## src/rtl/timestamped_attitude_interpolator_core_macros.svh

```systemverilog
// Assertion macros shared by the interpolator files.
`ifndef TIMESTAMPED_ATTITUDE_INTERPOLATOR_CORE_MACROS_SVH
`define TIMESTAMPED_ATTITUDE_INTERPOLATOR_CORE_MACROS_SVH

// Checks that an antecedent implies a consequent at the same edge.
`define TAI_ASSERT_IMPL(label, clk, rst, ante, cons, msg) \
   label: assert property (@(posedge clk) disable iff (rst) (ante) |-> (cons)) \
      else $error(msg);

// Checks that an antecedent implies a consequent at the next edge.
`define TAI_ASSERT_NEXT(label, clk, rst, ante, cons, msg) \
   label: assert property (@(posedge clk) disable iff (rst) (ante) |=> (cons)) \
      else $error(msg);

`endif

```

## src/rtl/tai_pkg.sv

```systemverilog
package tai_pkg;

   localparam logic [1:0] KIND_PUSH   = 2'd0;
   localparam logic [1:0] KIND_INTERP = 2'd1;
   localparam logic [1:0] KIND_LATEST = 2'd2;
   localparam logic [1:0] KIND_UNUSED = 2'd3;

   localparam logic signed [17:0] Q_PI     = 18'sd25736;
   localparam logic signed [17:0] Q_TWO_PI = 18'sd51472;
   localparam logic [31:0] WINDOW_RESET    = 32'd3000000000;

   typedef struct packed {
      logic [1:0]         kind;
      logic [62:0]        time_ns;
      logic signed [15:0] roll_in;
      logic signed [15:0] pitch_in;
      logic signed [15:0] yaw_in;
   } req_type;

   typedef struct packed {
      logic               ok;
      logic signed [15:0] roll_out;
      logic signed [15:0] pitch_out;
      logic signed [15:0] yaw_out;
      logic [62:0]        time_out;
      logic [31:0]        bracket_ns;
      logic [31:0]        nearest_ns;
   } rsp_type;

   typedef enum logic [3:0] {
      ST_IDLE, ST_PUSH_WR, ST_EVICT_RD, ST_EVICT_CHK, ST_LAT_RD, ST_LAT_WAIT,
      ST_Q_RD, ST_Q_CHK, ST_SCAN_RD, ST_SCAN_CHK, ST_PAIR, ST_SHIFT, ST_DIV,
      ST_BLEND, ST_WRAP, ST_OUT
   } state_type;

   // Wraps a wide angle into plus or minus pi, assuming at most one turn off.
   function automatic logic signed [17:0] wrap_once(input logic signed [17:0] a);
      logic signed [17:0] r;
      r = a;
      if (r > Q_PI) r = r - Q_TWO_PI;
      else if (r < -Q_PI) r = r + Q_TWO_PI;
      return r;
   endfunction

endpackage

```

## src/rtl/tai_front.sv

```systemverilog
`include "timestamped_attitude_interpolator_core_macros.svh"
module tai_front (
   input  logic             clock,
   input  logic             reset,
   input  logic             req_valid,
   output logic             req_stall,
   input  tai_pkg::req_type req_data,
   output logic             q_valid,
   input  logic             q_take,
   output tai_pkg::req_type q_data
);
   import tai_pkg::*;

   // Two-entry queue; every kind passes through, and the back end answers
   // unused kinds with a failed response.
   req_type mem_ff [2];
   logic    wp_ff, wp_in, rp_ff, rp_in;
   logic [1:0] cnt_ff, cnt_in;
   logic push, pop;

   assign req_stall = (cnt_ff == 2'd2);
   assign push      = req_valid && !req_stall;
   assign pop       = q_valid && q_take;
   assign q_valid   = (cnt_ff != 2'd0);
   assign q_data    = mem_ff[rp_ff];

   always_comb begin
      wp_in  = wp_ff ^ push;
      rp_in  = rp_ff ^ pop;
      cnt_in = cnt_ff + {1'b0, push} - {1'b0, pop};
   end

   always_ff @(posedge clock) begin
      if (reset) begin
         wp_ff <= 1'b0; rp_ff <= 1'b0; cnt_ff <= 2'd0;
      end else begin
         wp_ff <= wp_in; rp_ff <= rp_in; cnt_ff <= cnt_in;
      end
      if (push) mem_ff[wp_ff] <= req_data;
   end

   `TAI_ASSERT_IMPL(a_no_pop_empty, clock, reset, q_take && cnt_ff == 2'd0, !pop, "pop empty")
   `TAI_ASSERT_NEXT(a_cnt_bound, clock, reset, 1'b1, cnt_ff != 2'd3, "queue overflow")
   `TAI_ASSERT_NEXT(a_cnt_track, clock, reset, push && !pop,
      cnt_ff == $past(cnt_ff) + 2'd1, "count mismatch")
endmodule

```

## config.mk

```make
export PLATFORM = sky130hd
export DESIGN_NAME = tai_front
export DESIGN_NICKNAME = d
export VERILOG_FILES = /design/src/rtl/tai_pkg.sv /design/src/rtl/tai_front.sv
export VERILOG_INCLUDE_DIRS = /design/src /design/src/rtl
export SDC_FILE = /design/constraint.sdc
export NUM_CORES = 1
export LEC_CHECK = 0
export BUFFER_PORTS_ARGS = -buffer_cell sky130_fd_sc_hd__buf_2
export CAP_MARGIN = 20
export CELL_PAD_IN_SITES_DETAIL_PLACEMENT = 0
export CELL_PAD_IN_SITES_GLOBAL_PLACEMENT = 2
export CORE_MARGIN = 1.5
export CORE_UTILIZATION = 38
export DETAILED_ROUTE_END_ITERATION = 6
export PLACE_DENSITY = 0.88
export SETUP_SLACK_MARGIN = 0.02
export SYNTH_ARGS = -nofsm -noshare
export SYNTH_HDL_FRONTEND = slang
export SYNTH_SLANG_ARGS = --single-unit
```

## constraint.sdc

```tcl
create_clock -name clock -period 5.2 [get_ports clock]
set_input_delay 0.52 -clock clock [delete_from_list [all_inputs] [get_ports clock]]
set_output_delay 0.52 -clock clock [all_outputs]
set_load 0.02 [all_outputs]
```

==> report_table.html, run 1 <==
<table>
<tr><th>Metric</th><th>Value</th></tr>
<tr><th colspan="2">Pwr</th></tr>
<tr><td>Maximum vdd drop</td><td>0.386 mV</td></tr>
<tr><td>Total power density per cell area</td><td>507 nW/µm²</td></tr>
<tr><td>Power consumption</td><td>0.00551 W</td></tr>
<tr><td>Leakage</td><td>4.15 nW</td></tr>
<tr><th colspan="2">Global route</th></tr>
<tr><td>Maximum number of pins on one net before global-route repair</td><td>76</td></tr>
<tr><td>Antenna violations before repair</td><td>2</td></tr>
<tr><td>Global-route usage over all layers</td><td>13.0%</td></tr>
<tr><td>Global-route wire length before repair</td><td>24000 µm</td></tr>
<tr><td>Vias in the first global route</td><td>4632</td></tr>
<tr><td>Total gr overflow</td><td>0</td></tr>
<tr><th colspan="2">Route</th></tr>
<tr><td>Routed length on met1</td><td>6310 µm</td></tr>
<tr><td>Top layer in use</td><td>met4</td></tr>
<tr><td>Total met3 wirelength after detailed routing</td><td>1300 µm</td></tr>
<tr><td>Wirelength per Cell</td><td>17.0 µm</td></tr>
<tr><td>Total Routed Length</td><td>15700 µm</td></tr>
<tr><td>Number of detailed-routing iterations run before antenna repair</td><td>4</td></tr>
<tr><td>Iter 0 DRT Violations</td><td>174</td></tr>
<tr><td>Per-cell via count in the routed design</td><td>4.64</td></tr>
<tr><td>Total number of vias</td><td>4284</td></tr>
<tr><td>Routed wl met2</td><td>7800 µm</td></tr>
<tr><td>DRC violation count after routing</td><td>0</td></tr>
<tr><td>Remaining number of nets flagged by the antenna check after routing</td><td>0</td></tr>
<tr><th colspan="2">STA</th></tr>
<tr><td>Sum of negative setup slack</td><td>0 ps</td></tr>
<tr><td>Final min period</td><td>3040 ps</td></tr>
<tr><td>Worst slew margin relative to its limit</td><td>29.7%</td></tr>
<tr><td>Measured slew at the worst slew-check pin</td><td>1050 ps</td></tr>
<tr><td>Setup repair after global routing missed its margin</td><td>no</td></tr>
<tr><td>Slew Viols, Final</td><td>0</td></tr>
<tr><td>Smallest setup slack after layout</td><td>2160 ps</td></tr>
<tr><td>Worst clock skew</td><td>8.64 ps</td></tr>
<tr><td>Achievable frequency</td><td>329 MHz</td></tr>
<tr><td>Post-route clock period utilization</td><td>58.4%</td></tr>
<tr><td>Fin. Hold Viols</td><td>0</td></tr>
<tr><td># setup viols final</td><td>0</td></tr>
<tr><th colspan="2">Clock network</th></tr>
<tr><td>Count of buffers added by post-CTS timing repair for setup</td><td>0</td></tr>
<tr><td>CTS clock-pin slew for the worst setup and hold paths</td><td>60 ps</td></tr>
<tr><td>Cts bufs inserted</td><td>24</td></tr>
<tr><td>Deepest level of the CTS H-tree</td><td>1</td></tr>
<tr><td>Buffer depth of the longest clock path</td><td>3</td></tr>
<tr><td>CTS root buf</td><td>clkbuf_16</td></tr>
<tr><td>Latest clock arrival within the worst-skew pair</td><td>500 ps</td></tr>
<tr><td>CTS tree</td><td>built</td></tr>
<tr><td># resized after CTS</td><td>0</td></tr>
<tr><td>Clock Sinks</td><td>230</td></tr>
<tr><td>CTS hold repair buffers</td><td>0</td></tr>
<tr><th colspan="2">Synth</th></tr>
<tr><td>Average size of a mapped cell</td><td>22.9 µm²</td></tr>
<tr><td>Net count of the mapped netlist</td><td>496</td></tr>
<tr><td>Total standard cell area after synthesis</td><td>8580 µm²</td></tr>
<tr><td>Count of unique library cells instantiated by Yosys</td><td>18</td></tr>
<tr><td>Post-synthesis sequential element count</td><td>230</td></tr>
<tr><td>Share of synthesized area occupied by flip-flops and latches</td><td>80.0%</td></tr>
<tr><td>Yosys Warn Count</td><td>0</td></tr>
<tr><td>Primary flip-flop cell chosen by synthesis mapping</td><td>edfxtp_1</td></tr>
<tr><td>Number of flops mapped to enable cells by yosys</td><td>226</td></tr>
<tr><td>Cells after synthesis</td><td>375</td></tr>
<tr><td>Share of synthesized flip-flops with an asynchronous set or reset</td><td>0%</td></tr>
<tr><th colspan="2">Final layout</th></tr>
<tr><td>Ratio of cells with drive above 1 in the final layout</td><td>60.6%</td></tr>
<tr><td>Area grow syn2layout</td><td>26.5%</td></tr>
<tr><td>Final standard cell count with taps included and fillers excluded</td><td>924</td></tr>
<tr><td>Final #Nets</td><td>745</td></tr>
<tr><td>Number of filler cells placed in the layout</td><td>1832</td></tr>
<tr><td>Final design area excluding fillers</td><td>10900 µm²</td></tr>
<tr><th colspan="2">Flow run</th></tr>
<tr><td>Max-capacitance violation count</td><td>0</td></tr>
<tr><th colspan="2">Die</th></tr>
<tr><td>Die Y-Extent</td><td>153 µm</td></tr>
<tr><td>Initial core utilization</td><td>39.0%</td></tr>
<tr><td>Total die area</td><td>23500 µm²</td></tr>
<tr><td>Standard-cell rows</td><td>54</td></tr>
<tr><td>Floorplan die width</td><td>153 µm</td></tr>
<tr><td>Placeable Area</td><td>22000 µm²</td></tr>
<tr><td>I/O pin cnt</td><td>232</td></tr>
<tr><th colspan="2">Placement</th></tr>
<tr><td>Detailed-placement wirelength estimate</td><td>10500 µm</td></tr>
<tr><td>Count of port buffers added during placement</td><td>231</td></tr>
<tr><td>Instance area at placement</td><td>10000 µm²</td></tr>
<tr><td>Weighted congestion at the end of routability-driven global placement</td><td>0.782</td></tr>
<tr><td>Setup Slack @ Placement</td><td>2390 ps</td></tr>
<tr><td>Inst Count DP</td><td>877</td></tr>
<tr><th colspan="2">Critical path</th></tr>
<tr><td>Reg-to-reg critical path endpoint</td><td>mem_ff[0][63]$_DFFE_PP_</td></tr>
<tr><td>Required @ worst endpoint</td><td>4680 ps</td></tr>
<tr><td>Capture point of the worst path</td><td>q_data[10]</td></tr>
<tr><td>Worst R2R Setup Slack</td><td>2540 ps</td></tr>
<tr><td>Crit path launch</td><td>rp_ff$_SDFF_PP0_</td></tr>
<tr><td>Path type of the worst setup path</td><td>flip-flop to output pin</td></tr>
<tr><td>Arrival time at the worst endpoint</td><td>2520 ps</td></tr>
<tr><td>Crit Path Max Fanout</td><td>50</td></tr>
<tr><td>Reg2reg path depth</td><td>4</td></tr>
<tr><td>Category of the worst setup path launch point</td><td>flip-flop</td></tr>
<tr><td>R2r startpoint</td><td>cnt_ff[0]$_SDFF_PP0_</td></tr>
<tr><td>Crit path capture type</td><td>output pin</td></tr>
<tr><th colspan="2">Hold path</th></tr>
<tr><td>Worst hold-check path type</td><td>input pin to flip-flop</td></tr>
<tr><th colspan="2">Status</th></tr>
<tr><td>Run status</td><td>finished, final reports clean</td></tr>
</table>
==> flip-flops by register name, indices dropped and copies added (netlist names) <==
name,cells
cnt_ff,2
mem_ff,226
rp_ff,1
wp_ff,1
==> metal layers <==
layer / up-vias / track usage [%]
li1: 1990 / -
met1: 2096 / 15.5
met2: 171 / 22.7
met3: 27 / 4.08
met4: 0 / 3.55
met5: - / 0
==> report_power, final <==
| part | leakage, nW | internal, W | switching (W) |
|---|---|---|---|
| Clock | 0.392 | 0.00102 | 0.000656 |
| Sequential | 2.15 | 0.00235 | 0.000113 |
| Combinational | 1.62 | 0.000590 | 0.000777 |
==> stage by stage <==
stage	utilization (%)	hold WS [ps]
6_report	49.3	208
5_1_grt	49.3	183
4_1_cts	49.1	180
3_5_place_dp	45.6	634
3_3_place_gp	45.6	608
2_1_floorplan	-	532
==> cell usage in the layout (no fill, tap or decap), drive strengths merged <==
cell type	count
dfxtp	4
o21a	1
or2	1
nand2b	1
bufinv	3
edfxtp	226
nand2	1
buf	236
nor2	3
mux2	114
clkbuf	26
nor2b	2
ha	4
inv	3
xnor3	1
and2	1
diode	2
clkinv	15
==> kinds of logic after synthesis <==
group | count (synthesis) | synth area share [%]
multiplexers | 114 | 17.1
AO/OA/AOI/OAI | 1 | 0.0875
buffers and inverters | 16 | 1.44
flip-flops | 230 | 80.0
adder cells (fa/ha/maj) | 4 | 0.583
AND/OR/NAND/NOR | 9 | 0.539
XOR/XNOR | 1 | 0.262
==> cell usage after synthesis (2+ instances only) <==
cell	number	share of area, %
ha_1	4	0.58
buf_6	4	0.52
dfxtp_1	4	0.93
buf_2	6	0.35
nor2_1	3	0.13
buf_8	2	0.35
mux2_2	65	8.5
edfxtp_1	226	79
inv_1	3	0.13
nor2b_1	2	0.15
mux2_4	49	8.6
==> how the worst min path moves through the flow <==
stage / end / from / depth (start not counted) / slack, ps
floorplan: wp_ff$_SDFF_PP0_ / wp_ff$_SDFF_PP0_ / 3 / 530
detailed placement: wp_ff$_SDFF_PP0_ / wp_ff$_SDFF_PP0_ / 3 / 630
finish: mem_ff[0][82]$_DFFE_PP_ / req_data[82] / 1 / 210
global placement: cnt_ff[0]$_SDFF_PP0_ / cnt_ff[0]$_SDFF_PP0_ / 2 / 610
CTS: mem_ff[1][105]$_DFFE_PP_ / req_data[105] / 1 / 180
global route: mem_ff[1][16]$_DFFE_PP_ / req_data[16] / 1 / 180
==> critical path, cell delays in order (launching register included) <==
cell and delay [ps]:
dfxtp_4 870, buf_4 570, mux2_2 390, buf_2 160
==> cell type report <==
| type | count | area (µm²) | share of cell area (%) |
|---|---|---|---|
| Inverter | 3 | 11.3 | 0.104 |
| Antenna cell | 2 | 5.00 | 0.0461 |
| Sequential cell | 230 | 6870 | 63.3 |
| Clock inverter | 18 | 159 | 1.46 |
| Clock buffer | 26 | 629 | 5.80 |
| Timing Repair Buffer | 236 | 1210 | 11.2 |
| Multi-Input combinational cell | 129 | 1620 | 14.9 |
| Tap cell | 280 | 350 | 3.23 |
Note: power is estimated with default switching activity, not from simulation.
==> run 2: changes to the inputs <==
--- a/config.mk
+++ b/config.mk
@@ -11,9 +11,9 @@
 export CELL_PAD_IN_SITES_DETAIL_PLACEMENT = 0
 export CELL_PAD_IN_SITES_GLOBAL_PLACEMENT = 2
 export CORE_MARGIN = 1.5
-export CORE_UTILIZATION = 38
+export CORE_UTILIZATION = 35
 export DETAILED_ROUTE_END_ITERATION = 6
-export PLACE_DENSITY = 0.88
+export PLACE_DENSITY = 0.86
 export SETUP_SLACK_MARGIN = 0.02
 export SYNTH_ARGS = -nofsm -noshare
 export SYNTH_HDL_FRONTEND = slang
==> constraint.sdc (replaced) <==
create_clock -name clock -period 2.6 [get_ports clock]
set_input_delay 0.26 -clock clock [delete_from_list [all_inputs] [get_ports clock]]
set_output_delay 0.26 -clock clock [all_outputs]
set_load 0.02 [all_outputs]
==> run 2 against run 1 <==
Largest power group unchanged. Sequential cell count unchanged. Wire length up 11%. Die area up 8.4%. Non-clock buffer count up 116. Clock-buffer cell count up 8. Final cell count up 17%. Sequential share of layout area down 6.3 points.
==> report_table.html, run 2 (synthesis results as in run 1) <==
<table>
<tr><th>Metric</th><th>Value</th></tr>
<tr><th colspan="2">Status</th></tr>
<tr><td>Run status</td><td>finished, final reports clean</td></tr>
<tr><th colspan="2">Clock network</th></tr>
<tr><td>CTS hold repair buffers</td><td>114 (+114)</td></tr>
<tr><td>CTS clock-pin slew for the worst setup and hold paths</td><td>60 ps (about the same)</td></tr>
<tr><td>Clock Sinks</td><td>230 (unchanged)</td></tr>
<tr><td>Deepest level of the CTS H-tree</td><td>1 (unchanged)</td></tr>
<tr><td>Buffer depth of the longest clock path</td><td>3 (unchanged)</td></tr>
<tr><td># resized after CTS</td><td>0 (unchanged)</td></tr>
<tr><td>Cts bufs inserted</td><td>24 (unchanged)</td></tr>
<tr><td>Count of buffers added by post-CTS timing repair for setup</td><td>0 (unchanged)</td></tr>
<tr><td>Latest clock arrival within the worst-skew pair</td><td>510 ps (about the same)</td></tr>
<tr><td>CTS tree</td><td>built</td></tr>
<tr><td>CTS root buf</td><td>clkbuf_16</td></tr>
<tr><th colspan="2">Critical path</th></tr>
<tr><td>Required @ worst endpoint</td><td>2340 ps (-2340 ps)</td></tr>
<tr><td>Path type of the worst setup path</td><td>flip-flop to output pin</td></tr>
<tr><td>Crit path capture type</td><td>output pin</td></tr>
<tr><td>Reg2reg path depth</td><td>4 (unchanged)</td></tr>
<tr><td>Arrival time at the worst endpoint</td><td>1940 ps (-580 ps)</td></tr>
<tr><td>R2r startpoint</td><td>cnt_ff[0]$_SDFF_PP0_</td></tr>
<tr><td>Category of the worst setup path launch point</td><td>flip-flop</td></tr>
<tr><td>Worst R2R Setup Slack</td><td>960 ps (-1580 ps)</td></tr>
<tr><td>Reg-to-reg critical path endpoint</td><td>mem_ff[0][59]$_DFFE_PP_</td></tr>
<tr><td>Crit Path Max Fanout</td><td>48 (-4.0%)</td></tr>
<tr><th colspan="2">Final layout</th></tr>
<tr><td>Register with the most flip-flops</td><td>mem_ff</td></tr>
<tr><td>Total inserted antenna cells</td><td>0 (-2)</td></tr>
<tr><td>Area grow syn2layout</td><td>40.4%</td></tr>
<tr><td>Ratio of cells with drive above 1 in the final layout</td><td>50.9% (-9.7 points)</td></tr>
<tr><td>Largest register FFs</td><td>226 (unchanged)</td></tr>
<tr><td>Most frequent standard cell in the layout excluding fill and tap cells</td><td>buf_2</td></tr>
<tr><td>Final #Nets</td><td>861 (+16%)</td></tr>
<tr><td>Commonest cells after routing, fill and taps aside</td><td>buf_2, edfxtp_1, dlygate4sd3_1</td></tr>
<tr><td>Largest registers ranked by flip-flop count</td><td>mem_ff: 226 flops, cnt_ff: 2 flops</td></tr>
<tr><th colspan="2">Pwr</th></tr>
<tr><td>Leakage</td><td>4.61 nW (+11%)</td></tr>
<tr><td>Maximum vdd drop</td><td>0.627 mV (+62%)</td></tr>
<tr><td>Total power density per cell area</td><td>917 nW/µm² (+81%)</td></tr>
<tr><td>Power consumption</td><td>0.0110 W (+100%)</td></tr>
<tr><th colspan="2">Die</th></tr>
<tr><td>Total die area</td><td>25500 µm² (+8.4%)</td></tr>
<tr><td>Die Y-Extent</td><td>160 µm (+4.1%)</td></tr>
<tr><td>I/O pin cnt</td><td>232 (unchanged)</td></tr>
<tr><td>Floorplan die width</td><td>160 µm (+4.1%)</td></tr>
<tr><td>Placeable Area</td><td>24200 µm² (+9.8%)</td></tr>
<tr><td>Initial core utilization</td><td>35.5% (-3.5 points)</td></tr>
<tr><td>Standard-cell rows</td><td>57 (+5.6%)</td></tr>
<tr><th colspan="2">STA</th></tr>
<tr><td>Worst hold margin</td><td>157 ps (-51.2 ps)</td></tr>
<tr><td>Final min period</td><td>2200 ps</td></tr>
<tr><td>Achievable frequency</td><td>454 MHz</td></tr>
<tr><td>Post-route clock period utilization</td><td>84.8%</td></tr>
<tr><td>Fin. Hold Viols</td><td>0 (unchanged)</td></tr>
<tr><td>Worst clock skew</td><td>9.64 ps (+1.01 ps)</td></tr>
<tr><td>Setup repair after global routing missed its margin</td><td>no</td></tr>
<tr><td>Slew Viols, Final</td><td>0 (unchanged)</td></tr>
<tr><td>Worst slew margin relative to its limit</td><td>75.8% (+46 points)</td></tr>
<tr><td># setup viols final</td><td>0 (unchanged)</td></tr>
<tr><td>Measured slew at the worst slew-check pin</td><td>363 ps (-691 ps)</td></tr>
<tr><th colspan="2">Placement</th></tr>
<tr><td>Detailed-placement wirelength estimate</td><td>10600 µm (+1.6%)</td></tr>
<tr><td>Weighted congestion at the end of routability-driven global placement</td><td>0.755 (-3.4%)</td></tr>
<tr><td>Count of port buffers added during placement</td><td>231 (unchanged)</td></tr>
<tr><th colspan="2">Route</th></tr>
<tr><td>Per-cell via count in the routed design</td><td>4.43 (-4.3%)</td></tr>
<tr><td>Iter 0 DRT Violations</td><td>232 (+33%)</td></tr>
<tr><td>Remaining number of nets flagged by the antenna check after routing</td><td>0 (unchanged)</td></tr>
<tr><td>Total Routed Length</td><td>17400 µm (+11%)</td></tr>
<tr><td>Total number of vias</td><td>4794 (+12%)</td></tr>
<tr><td>Wirelength per Cell</td><td>16.1 µm (-5.3%)</td></tr>
<tr><td>DRC violation count after routing</td><td>0 (unchanged)</td></tr>
<tr><td>Number of detailed-routing iterations run before antenna repair</td><td>4 (unchanged)</td></tr>
<tr><th colspan="2">Global route</th></tr>
<tr><td>Global-route wire length before repair</td><td>27000 µm (+13%)</td></tr>
<tr><td>Antenna violations before repair</td><td>0 (-2)</td></tr>
<tr><td>Vias in the first global route</td><td>5223 (+13%)</td></tr>
<tr><td>Maximum number of pins on one net before global-route repair</td><td>60 (-21%)</td></tr>
<tr><td>Global-route usage over all layers</td><td>13.3% (+0.29 points)</td></tr>
<tr><td>Total gr overflow</td><td>0 (unchanged)</td></tr>
<tr><th colspan="2">Hold path</th></tr>
<tr><td>Cell depth of the worst min-delay path</td><td>3 (+2)</td></tr>
<tr><td>Worst min-delay path startpoint</td><td>q_take</td></tr>
<tr><td>Worst hold endpoint</td><td>rp_ff$_SDFF_PP0_</td></tr>
<tr><td>Worst hold-check path type</td><td>input pin to flip-flop</td></tr>
<tr><th colspan="2">Flow run</th></tr>
<tr><td>Max-capacitance violation count</td><td>0 (unchanged)</td></tr>
</table>
[run 2: critical path, stage by stage, from the launching register on]
cell	delay, ps
dfxtp_4	500
buf_12	330
mux2_2	390
buf_2	160
[run 2: metrics by stage]
stage / area [µm²] / utilization [%] / std cells / TNS [ps] / setup WS (ps)
3_5_place_dp: 10200 / 42.1 / 924 / 0 / 929
2_1_floorplan: 8580 / - / 375 / -263440 / -1170
5_1_grt: 12100 / 49.9 / 1081 / 0 / 330
4_1_cts: 12100 / 49.9 / 1081 / 0 / 386
3_3_place_gp: 10200 / 42.1 / 924 / 0 / 962
6_report: 12100 / 49.9 / 1081 / 0 / 396
[run 2: worst max-delay path by stage]
stage | startpoint | to | slack [ps] | cells after the start
after floorplan | cnt_ff[0]$_SDFF_PP0_ | mem_ff[1][0]$_DFFE_PP_ | -1170 | 3
after global placement | rp_ff$_SDFF_PP0_ | q_data[53] | 960 | 3
after detailed placement | rp_ff$_SDFF_PP0_ | q_data[58] | 930 | 3
after CTS | rp_ff$_SDFF_PP0_ | q_data[58] | 390 | 3
after global routing | rp_ff$_SDFF_PP0_ | q_data[53] | 330 | 3
final | rp_ff$_SDFF_PP0_ | q_data[53] | 400 | 3
[run 2: area by class of cell]
type                            count  area, µm²
Inverter                            3       11.3
Tap cell                          324        405
Fill cell                        1974      12100
Timing Repair Buffer              352       2420
Sequential cell                   230       6870
Clock buffer                       34        659
Clock inverter                      9       63.8
Multi-Input combinational cell    129       1620
[run 2: layer usage]
| layer | global-route usage [%] | share of wire, % | wire, µm | up-vias |
|---|---|---|---|---|
| met1 | 15.0 | 40 | 6880 | 2346 |
| met3 | 4.34 | 8.1 | 1410 | 42 |
| met4 | 4.55 | 2.5 | 426 | 0 |
| li1 | - | - | - | 2216 |
| met2 | 23.6 | 50 | 8680 | 190 |
| met5 | 0 | 0 | 0 | - |
[run 2: where the power goes]
part	total [W]	internal (W)	switching (W)
Combinational	0.00302	0.00134	0.00168
Sequential	0.00486	0.00470	0.000157
Clock	0.00317	0.00185	0.00132
Total	0.0110	0.00790	0.00315
